$ cat src/rtl/tse_pkg.sv
// Package with command codes and controller/datapath interface types.
`default_nettype none

package tse_pkg;

    localparam logic [1:0] CMD_BEGIN  = 2'd0;
    localparam logic [1:0] CMD_EDGE   = 2'd1;
    localparam logic [1:0] CMD_FINISH = 2'd2;

    typedef struct packed {
        logic load_begin;
        logic load_edge;
        logic clear_walk;
        logic phase;
        logic root_inc;
        logic push_root;
        logic step;
        logic emit_cycle;
        logic emit_init;
        logic emit_order;
    } t_ctrl_cmd;

    typedef struct packed {
        logic self_loop;
        logic root_done;
        logic root_eligible;
        logic top_cycle;
        logic walk_done;
        logic len_zero;
        logic emit_done;
    } t_dp_status;

endpackage

`default_nettype wire

$ cat src/rtl/tse_ctrl.sv
// Controller state machine sequencing the load, walk and emit phases.
`default_nettype none

module tse_ctrl import tse_pkg::*; (
    input  wire logic       i_clk,
    input  wire logic       i_rst_n,
    input  wire logic       start,
    input  wire logic [1:0] i_cmd,
    input  t_dp_status      i_status,
    output t_ctrl_cmd       o_ctrl,
    output logic            busy
);

    localparam logic [1:0] S_IDLE = 2'd0;
    localparam logic [1:0] S_SCAN = 2'd1;
    localparam logic [1:0] S_WALK = 2'd2;
    localparam logic [1:0] S_EMIT = 2'd3;

    logic [1:0] r_state, n_state;
    logic       r_phase, n_phase;

    always_ff @(posedge i_clk) begin
        if (!i_rst_n) begin
            r_state <= S_IDLE;
            r_phase <= 1'b0;
        end else begin
            r_state <= n_state;
            r_phase <= n_phase;
        end
    end

    always_comb begin
        n_state = r_state;
        n_phase = r_phase;
        o_ctrl  = '0;
        o_ctrl.phase = r_phase;
        case (r_state)
            S_IDLE: begin
                if (start) begin
                    case (i_cmd)
                        CMD_BEGIN: o_ctrl.load_begin = 1'b1;
                        CMD_EDGE:  o_ctrl.load_edge  = 1'b1;
                        CMD_FINISH: begin
                            if (i_status.self_loop) begin
                                o_ctrl.emit_cycle = 1'b1;
                            end else begin
                                o_ctrl.clear_walk = 1'b1;
                                n_phase = 1'b0;
                                n_state = S_SCAN;
                            end
                        end
                        default: ;
                    endcase
                end
            end
            S_SCAN: begin
                if (i_status.root_done) begin
                    if (!r_phase) begin
                        // Cycle check passed; start the ordering pass.
                        o_ctrl.clear_walk = 1'b1;
                        n_phase = 1'b1;
                    end else if (i_status.len_zero) begin
                        n_state = S_IDLE;
                    end else begin
                        o_ctrl.emit_init = 1'b1;
                        n_state = S_EMIT;
                    end
                end else if (i_status.root_eligible) begin
                    o_ctrl.push_root = 1'b1;
                    n_state = S_WALK;
                end else begin
                    o_ctrl.root_inc = 1'b1;
                end
            end
            S_WALK: begin
                if (i_status.top_cycle) begin
                    o_ctrl.emit_cycle = 1'b1;
                    n_state = S_IDLE;
                end else begin
                    o_ctrl.step = 1'b1;
                    if (i_status.walk_done) begin
                        n_state = S_SCAN;
                    end
                end
            end
            S_EMIT: begin
                o_ctrl.emit_order = 1'b1;
                if (i_status.emit_done) begin
                    n_state = S_IDLE;
                end
            end
            default: n_state = S_IDLE;
        endcase
    end

    assign busy = (r_state != S_IDLE);

endmodule

`default_nettype wire

$ cat src/rtl/tse_datapath.sv
// Datapath: edge store, walk marks, walk stack, order buffer and result register.
`default_nettype none

module tse_datapath import tse_pkg::*; #(
    parameter int MAX_VERTICES = 32
) (
    input  wire logic       i_clk,
    input  wire logic       i_rst_n,
    input  wire logic [5:0] i_vertex_count,
    input  wire logic [5:0] i_from_vertex,
    input  wire logic [5:0] i_to_vertex,
    input  t_ctrl_cmd       i_ctrl,
    output t_dp_status      o_status,
    output logic            o_valid,
    output logic [5:0]      o_vertex,
    output logic            o_has_cycle,
    output logic            o_last
);

    localparam int VW = $clog2(MAX_VERTICES);
    localparam int CW = $clog2(MAX_VERTICES + 1);
    localparam logic [CW-1:0] MAX_C = CW'(MAX_VERTICES);

    logic [MAX_VERTICES-1:0] r_adj [MAX_VERTICES];
    logic [MAX_VERTICES-1:0] r_incoming;
    logic [MAX_VERTICES-1:0] r_visited;
    logic [MAX_VERTICES-1:0] r_onpath;
    logic                    r_self_loop;
    logic [CW-1:0]           r_count;
    logic [VW-1:0]           r_stack [MAX_VERTICES];
    logic [VW-1:0]           r_order [MAX_VERTICES];
    logic [CW-1:0]           r_sp;
    logic [CW-1:0]           r_len;
    logic [CW-1:0]           r_root;
    logic [VW-1:0]           r_emit;
    logic                    r_valid;
    logic [5:0]              r_vertex;
    logic                    r_cycle;
    logic                    r_last;

    logic [CW-1:0]           w_sp_m1;
    logic [VW-1:0]           w_top;
    logic [MAX_VERTICES-1:0] w_row;
    logic [MAX_VERTICES-1:0] w_fresh;
    logic [VW-1:0]           w_next;
    logic [VW-1:0]           w_root_idx;
    logic [6:0]              w_from7;
    logic [6:0]              w_to7;
    logic [6:0]              w_cnt7;
    logic                    w_edge_ok;
    logic [6:0]              w_from_m1;
    logic [6:0]              w_to_m1;
    logic [6:0]              w_out_sum;

    assign w_sp_m1    = r_sp - CW'(1);
    assign w_top      = r_stack[w_sp_m1[VW-1:0]];
    assign w_row      = r_adj[w_top];
    assign w_fresh    = w_row & ~r_visited;
    assign w_root_idx = r_root[VW-1:0];

    // Lowest unvisited neighbor.
    always_comb begin
        w_next = '0;
        for (int i = MAX_VERTICES - 1; i >= 0; i--) begin
            if (w_fresh[i]) begin
                w_next = VW'(i);
            end
        end
    end

    assign w_from7   = 7'(i_from_vertex);
    assign w_to7     = 7'(i_to_vertex);
    assign w_cnt7    = 7'(r_count);
    assign w_edge_ok = (w_from7 != 7'd0) && (w_from7 <= w_cnt7) &&
                       (w_to7 != 7'd0) && (w_to7 <= w_cnt7);
    assign w_from_m1 = w_from7 - 7'd1;
    assign w_to_m1   = w_to7 - 7'd1;

    assign o_status.self_loop     = r_self_loop;
    assign o_status.root_done     = (r_root >= r_count);
    assign o_status.root_eligible = !r_visited[w_root_idx] &&
                                    (!i_ctrl.phase || !r_incoming[w_root_idx]);
    assign o_status.top_cycle     = |(w_row & r_onpath);
    assign o_status.walk_done     = (w_fresh == '0) && (r_sp == CW'(1));
    assign o_status.len_zero      = (r_len == '0);
    assign o_status.emit_done     = (r_emit == '0);

    // Edge store, marks and walk control.
    always_ff @(posedge i_clk) begin
        if (!i_rst_n) begin
            for (int i = 0; i < MAX_VERTICES; i++) begin
                r_adj[i] <= '0;
            end
            r_incoming  <= '0;
            r_visited   <= '0;
            r_onpath    <= '0;
            r_self_loop <= 1'b0;
            r_count     <= '0;
            r_sp        <= '0;
            r_len       <= '0;
            r_root      <= '0;
            r_emit      <= '0;
        end else begin
            if (i_ctrl.load_begin) begin
                for (int i = 0; i < MAX_VERTICES; i++) begin
                    r_adj[i] <= '0;
                end
                r_incoming  <= '0;
                r_self_loop <= 1'b0;
                if (7'(i_vertex_count) > 7'(MAX_VERTICES)) begin
                    r_count <= MAX_C;
                end else begin
                    r_count <= CW'(i_vertex_count);
                end
            end
            if (i_ctrl.load_edge && w_edge_ok) begin
                if (w_from7 == w_to7) begin
                    r_self_loop <= 1'b1;
                end else begin
                    r_adj[w_from_m1[VW-1:0]][w_to_m1[VW-1:0]] <= 1'b1;
                    r_incoming[w_to_m1[VW-1:0]] <= 1'b1;
                end
            end
            if (i_ctrl.clear_walk) begin
                r_visited <= '0;
                r_onpath  <= '0;
                r_len     <= '0;
                r_root    <= '0;
                r_sp      <= '0;
            end
            if (i_ctrl.root_inc) begin
                r_root <= r_root + CW'(1);
            end
            if (i_ctrl.push_root) begin
                r_root <= r_root + CW'(1);
                r_sp   <= CW'(1);
                r_visited[w_root_idx] <= 1'b1;
                r_onpath[w_root_idx]  <= 1'b1;
            end
            if (i_ctrl.step) begin
                if (w_fresh != '0) begin
                    r_sp <= r_sp + CW'(1);
                    r_visited[w_next] <= 1'b1;
                    r_onpath[w_next]  <= 1'b1;
                end else begin
                    r_sp <= w_sp_m1;
                    r_onpath[w_top] <= 1'b0;
                    if (r_len < MAX_C) begin
                        r_len <= r_len + CW'(1);
                    end
                end
            end
            if (i_ctrl.emit_init) begin
                r_emit <= w_sp_m1[VW-1:0] & '0 | VW'(r_len - CW'(1));
            end
            if (i_ctrl.emit_order) begin
                r_emit <= r_emit - VW'(1);
            end
        end
    end

    // Walk stack and postorder buffer.
    always_ff @(posedge i_clk) begin
        if (i_ctrl.push_root) begin
            r_stack[0] <= w_root_idx;
        end
        if (i_ctrl.step) begin
            if (w_fresh != '0) begin
                r_stack[r_sp[VW-1:0]] <= w_next;
            end else if (r_len < MAX_C) begin
                r_order[r_len[VW-1:0]] <= w_top;
            end
        end
    end

    assign w_out_sum = 7'(r_order[r_emit]) + 7'd1;

    // Result register; each word is shown for one cycle.
    always_ff @(posedge i_clk) begin
        if (!i_rst_n) begin
            r_valid <= 1'b0;
        end else begin
            r_valid <= i_ctrl.emit_cycle || i_ctrl.emit_order;
        end
        if (i_ctrl.emit_cycle) begin
            r_vertex <= 6'd0;
            r_cycle  <= 1'b1;
            r_last   <= 1'b1;
        end else if (i_ctrl.emit_order) begin
            r_vertex <= w_out_sum[5:0];
            r_cycle  <= 1'b0;
            r_last   <= (r_emit == '0);
        end
    end

    assign o_valid     = r_valid;
    assign o_vertex    = r_vertex;
    assign o_has_cycle = r_cycle;
    assign o_last      = r_last;

endmodule

`default_nettype wire

$ cat src/rtl/topological_sort_engine_top.sv
// Top level of the topological sort engine: controller plus datapath.
//
//   channel   | handshake               | payload
//   ----------+-------------------------+-------------------------------------------
//   command   | start, busy             | i_cmd, i_vertex_count, i_from_vertex, i_to_vertex
//   result    | o_valid (strobe)        | o_vertex, o_has_cycle, o_last
//
// Begin and edge words are taken while idle and busy stays low.
// A finish word keeps busy high while the graph is walked: each root candidate is
// scanned, each non-root vertex is pushed and each vertex popped, and each pass is
// closed, for two passes (cycle check, then ordering), then each vertex of the
// order is emitted; a cycle found during a walk ends it with a cycle report.
// A graph with a self loop answers in the following cycle without raising busy.
// Reset is synchronous and clears the edge store and all control state.
// Results cannot be stalled; each is on the ports for exactly one cycle.
`default_nettype none

module topological_sort_engine_top import tse_pkg::*; #(
    parameter int MAX_VERTICES = 32
) (
    input  wire logic       i_clk,
    input  wire logic       i_rst_n,
    input  wire logic       start,
    output logic            busy,
    input  wire logic [1:0] i_cmd,
    input  wire logic [5:0] i_vertex_count,
    input  wire logic [5:0] i_from_vertex,
    input  wire logic [5:0] i_to_vertex,
    output logic            o_valid,
    output logic [5:0]      o_vertex,
    output logic            o_has_cycle,
    output logic            o_last
);

    t_ctrl_cmd  w_ctrl;
    t_dp_status w_status;

    tse_ctrl u_ctrl (
        .i_clk    (i_clk),
        .i_rst_n  (i_rst_n),
        .start    (start),
        .i_cmd    (i_cmd),
        .i_status (w_status),
        .o_ctrl   (w_ctrl),
        .busy     (busy)
    );

    tse_datapath #(
        .MAX_VERTICES (MAX_VERTICES)
    ) u_datapath (
        .i_clk          (i_clk),
        .i_rst_n        (i_rst_n),
        .i_vertex_count (i_vertex_count),
        .i_from_vertex  (i_from_vertex),
        .i_to_vertex    (i_to_vertex),
        .i_ctrl         (w_ctrl),
        .o_status       (w_status),
        .o_valid        (o_valid),
        .o_vertex       (o_vertex),
        .o_has_cycle    (o_has_cycle),
        .o_last         (o_last)
    );

endmodule

`default_nettype wire

$ cat config.mk
export PLATFORM = sky130hd
export DESIGN_NAME = topological_sort_engine_top
export DESIGN_NICKNAME = d
export VERILOG_FILES = /design/src/rtl/tse_pkg.sv /design/src/rtl/tse_ctrl.sv /design/src/rtl/tse_datapath.sv /design/src/rtl/topological_sort_engine_top.sv
export SDC_FILE = /design/constraint.sdc
export NUM_CORES = 2
export LEC_CHECK = 0
export BUFFER_PORTS_ARGS = -buffer_cell sky130_fd_sc_hd__buf_2
export CORE_ASPECT_RATIO = 1.4
export CORE_MARGIN = 5
export CORE_UTILIZATION = 45
export DETAILED_ROUTE_END_ITERATION = 10
export GPL_ROUTABILITY_DRIVEN = 0
export PLACE_DENSITY_LB_ADDON = 0.12
export RECOVER_POWER = 50
export SYNTH_ARGS = -nofsm -noshare
export SYNTH_HDL_FRONTEND = slang
export SYNTH_HIERARCHICAL = 1
export SYNTH_SLANG_ARGS = --single-unit
$ cat constraint.sdc
create_clock -name i_clk -period 16.85 [get_ports i_clk]
set_input_delay 2.5275 -clock i_clk [delete_from_list [all_inputs] [get_ports i_clk]]
set_output_delay 2.5275 -clock i_clk [all_outputs]
set_load 0.005 [all_outputs]
==> results.sh <==
export IMPL_synth_seq_cells=1487
export IMPL_post_cts_resized=0
export IMPL_worst_pin_slew_ns=4.50
export IMPL_htreeDepth=4
export IMPL_drt_iter0_markers=6573
export IMPL_reg2reg_slack_ns=3.14
export IMPL_combPwrFrac_pct=12.0
export IMPL_grt_ovfl_total=0
export IMPL_clkPwrFrac_pct=42.1
export IMPL_dieArea_um2=147000
export IMPL_vias=50600
export IMPL_syn_area_per_cell_um2=10.4
export IMPL_reg2reg_to="u_datapath/r_stack[12][3]"
export IMPL_post_route_period_util_pct=81.4
export IMPL_slew_headroom_pct=-200
export IMPL_drtPass1Iterations=6
export IMPL_crit_path_end_kind="flop"
export IMPL_filler_cell_count=12700
export IMPL_required_ns=17.27
export IMPL_netlist_area_um2=62600
export IMPL_synth_seq_area_share_pct=52.7
export IMPL_core_area_um2=139000
export IMPL_hp_class="reg -> reg"
export IMPL_setup_worst_path_start="u_datapath/r_sp[0]"
export IMPL_clock_latency_ns=0.81
export IMPL_leakage_nw=23.8
export IMPL_drc_errors=0
export IMPL_port_buffers=32
export IMPL_outcome="finished with violations"
export IMPL_io_pins=33
export IMPL_netSwitchingPower_mw=2.18
export IMPL_die_w_um=325
export IMPL_cts_clk_slew_worst_paths_ns=0.06
export IMPL_whs_ns=0.443
export IMPL_die_h_um=451
export IMPL_cp_start_kind="flop"
export IMPL_grt_pass1_vias=47900
export IMPL_clockBufferDepth=3
export IMPL_wire_per_inst_um=31.5
export IMPL_async_reset_ff_share_pct=0
export IMPL_cts_buffers=148
export IMPL_reg2reg_depth=23
export IMPL_path_max_fanout=64
export IMPL_finClkSkew_ns=0.0335
export IMPL_routed_wirelength_um=243000
export IMPL_tritoncts="built"
export IMPL_cap_viol_max_count=20
export IMPL_track_usage_pct=31.8
export IMPL_area_growth_pct=10.2
export IMPL_setup_ws_ns=3.14
export IMPL_layout_drive_gt1_share_pct=11.0
export IMPL_cts_sinks=1487
export IMPL_peakVddDrop_v=0.0000935
export IMPL_crit_end="u_datapath/r_stack[12][3]"
export IMPL_dp_worst_setup_slack_ns=5.71
export IMPL_utilization_pct=49.7
export IMPL_internal_power_mw=5.87
export IMPL_cts_setup_buffers=0
export IMPL_vias_per_cell=6.56
export IMPL_grt_pass1_wl_um=345000
export IMPL_grt_max_degree=202
export IMPL_finalCriticalPeriod_ns=13.71
export IMPL_synth_net_count=6062
export IMPL_ys_warn_count=6
export IMPL_rsz0062_at_grt="false"
export IMPL_holdBufCountCts=0
export IMPL_hold_violations=0
export IMPL_violations="max-capacitance violations, max-slew violations"
export IMPL_power_density_nw_per_um2=117
export IMPL_syn_inst=6007
export IMPL_worstReg2RegStart="u_datapath/r_sp[0]"
export IMPL_antenna_left=0
export IMPL_fin_nets=5849
export IMPL_cp_data_arrival_time_ns=14.13
export IMPL_tns_ns=0
export IMPL_synth_edf_count=320
export IMPL_rows=162
export IMPL_detailed_place_hpwl_um=154000
export IMPL_antenna_found_initial=9
export IMPL_path_class="reg -> reg"
export IMPL_fmax_mhz=73.0
export IMPL_synth_distinct_cells=113
export IMPL_ctsRootBufferMaster="clkbuf_16"
export IMPL_synth_flop_cell="dfxtp_1"
export IMPL_start_util_pct=45.1
export IMPL_netSwitchingFraction_pct=27.1
export IMPL_setup_viol=0
export IMPL_p_seq_share_pct=45.9
export IMPL_slew_violations=1103
-- flip-flops by register name, indices dropped and copies added, names as in the netlist, 32 cells and up, named ones only --
name / count
u_datapath/r_adj: 1024
u_datapath/r_incoming: 32
u_datapath/r_onpath: 32
u_datapath/r_order: 160
u_datapath/r_stack: 160
u_datapath/r_visited: 32
-- layer usage --
metal | track usage [%] | up-vias | routed length [um]
met5 | 0 | - | 27
met4 | 21.1 | 4 | 19600
met3 | 6.77 | 772 | 21500
met2 | 50.7 | 2781 | 110000
met1 | 39.1 | 25200 | 91900
li1 | - | 21900 | -
-- logic make-up (layout without fill, tap and decap cells) --
family / after synthesis / after routing / share of synthesized area (%)
flip-flops: 1487 / 1487 / 52.7
AND/OR/NAND/NOR: 1609 / 1609 / 11.8
buffers and inverters: 632 / 535 / 4.55
multiplexers: 507 / 507 / 10.3
AO/OA/AOI/OAI: 1723 / 1723 / 19.8
other: 0 / 6 / 0
adder cells (fa/ha/maj): 32 / 32 / 0.640
XOR/XNOR: 17 / 17 / 0.250
-- critical path: stages (launching register included) --
cell       delay, ns
dfxtp_4         0.93
inv_1           0.19
ha_1            1.53
mux4_2          0.46
mux2i_1         0.10
o21ai_0         0.23
o2111ai_4       0.20
buf_12          0.23
inv_4           0.34
buf_4           0.46
clkbuf_1        2.54
nand2_1         0.81
a21oi_1         0.57
nor4_2          0.18
buf_4           0.18
a31oi_1         0.16
nand4_1         0.16
a211oi_1        0.24
or4b_2          0.77
nor3b_2         0.27
inv_1           0.20
nor2_1          1.06
nand2_1         0.63
nor3_1          0.70
-- worst min path at each step --
stage,start,endpoint,slack (ns),depth (start not counted)
after floorplan,u_datapath/r_incoming[14],u_datapath/r_incoming[14],0.42,2
after global placement,u_datapath/r_incoming[15],u_datapath/r_incoming[15],0.43,2
after detailed placement,u_datapath/r_incoming[12],u_datapath/r_incoming[12],0.43,2
after CTS,u_datapath/r_incoming[30],u_datapath/r_incoming[30],0.44,2
after global routing,u_datapath/r_incoming[2],u_datapath/r_incoming[2],0.46,2
final,u_datapath/r_incoming[13],u_datapath/r_incoming[13],0.44,2
-- final cells by class --
cell class | instances | area [um2] | area share [%]
antenna | 6 | 15.0 | 0.0218
inverter | 98 | 388 | 0.562
tap | 1804 | 2260 | 3.27
clock buffer | 219 | 4440 | 6.44
multi-input combinational | 3888 | 27200 | 39.4
clock inverter | 47 | 488 | 0.708
timing repair buffer | 171 | 1210 | 1.76
sequential | 1487 | 33000 | 47.8
-- cell usage in the layout, fill, tap and decap left out, types with 33 or more instances in the layout --
master     synthesis  final
clkbuf_16          0    155
inv_1             90     90
nand2_1          931    929
nor2b_1           34     34
mux4_2           106    106
nand3_1          133    133
o21ai_0          533    536
mux2i_1          384    384
clkbuf_1         369     56
buf_4             48    113
a221oi_1          33     33
nor3_1            67     64
edfxtp_1         320    320
a41oi_1           52     52
a21oi_1           80     80
a32oi_1           56     56
a22oi_1           76     76
a2111oi_0         36     36
a22o_1           551    551
o22ai_1           82     82
nor2_1           208    161
dfxtp_1         1167   1165
-- metrics by stage --
step | power (mW) | cell area [um2] | cells
finish | 8.05 | 69000 | 7720
global route | 8.25 | 69000 | 7716
CTS | 8.06 | 69100 | 7714
detailed placement | 4.70 | 64200 | 7448
global placement | 4.70 | 64200 | 7448
floorplan | 4.31 | 62600 | 6007
-- synthesized netlist by cell type, types with 76 or more instances --
cell	number	area, um2
dfxtp_1	1167	23400
nand2_1	931	3490
a22o_1	551	4830
o21ai_0	533	2670
mux2i_1	384	3840
clkbuf_1	369	1390
edfxtp_1	320	9610
nor2_1	208	781
nand3_1	133	666
mux4_2	106	2390
inv_1	90	338
o22ai_1	82	513
a21oi_1	80	400
buf_2	77	385
a22oi_1	76	571
-- power groups by stage --
| stage | combinational (mW) | sequential (mW) | clock [mW] |
|---|---|---|---|
| floorplan | 0.545 | 3.76 | 0 |
| global placement | 0.931 | 3.77 | 0 |
| detailed placement | 0.931 | 3.77 | 0 |
| CTS | 0.932 | 3.69 | 3.43 |
| global route | 0.977 | 3.69 | 3.58 |
| finish | 0.967 | 3.69 | 3.39 |
No activity file was read; power rests on OpenSTA's default activity.
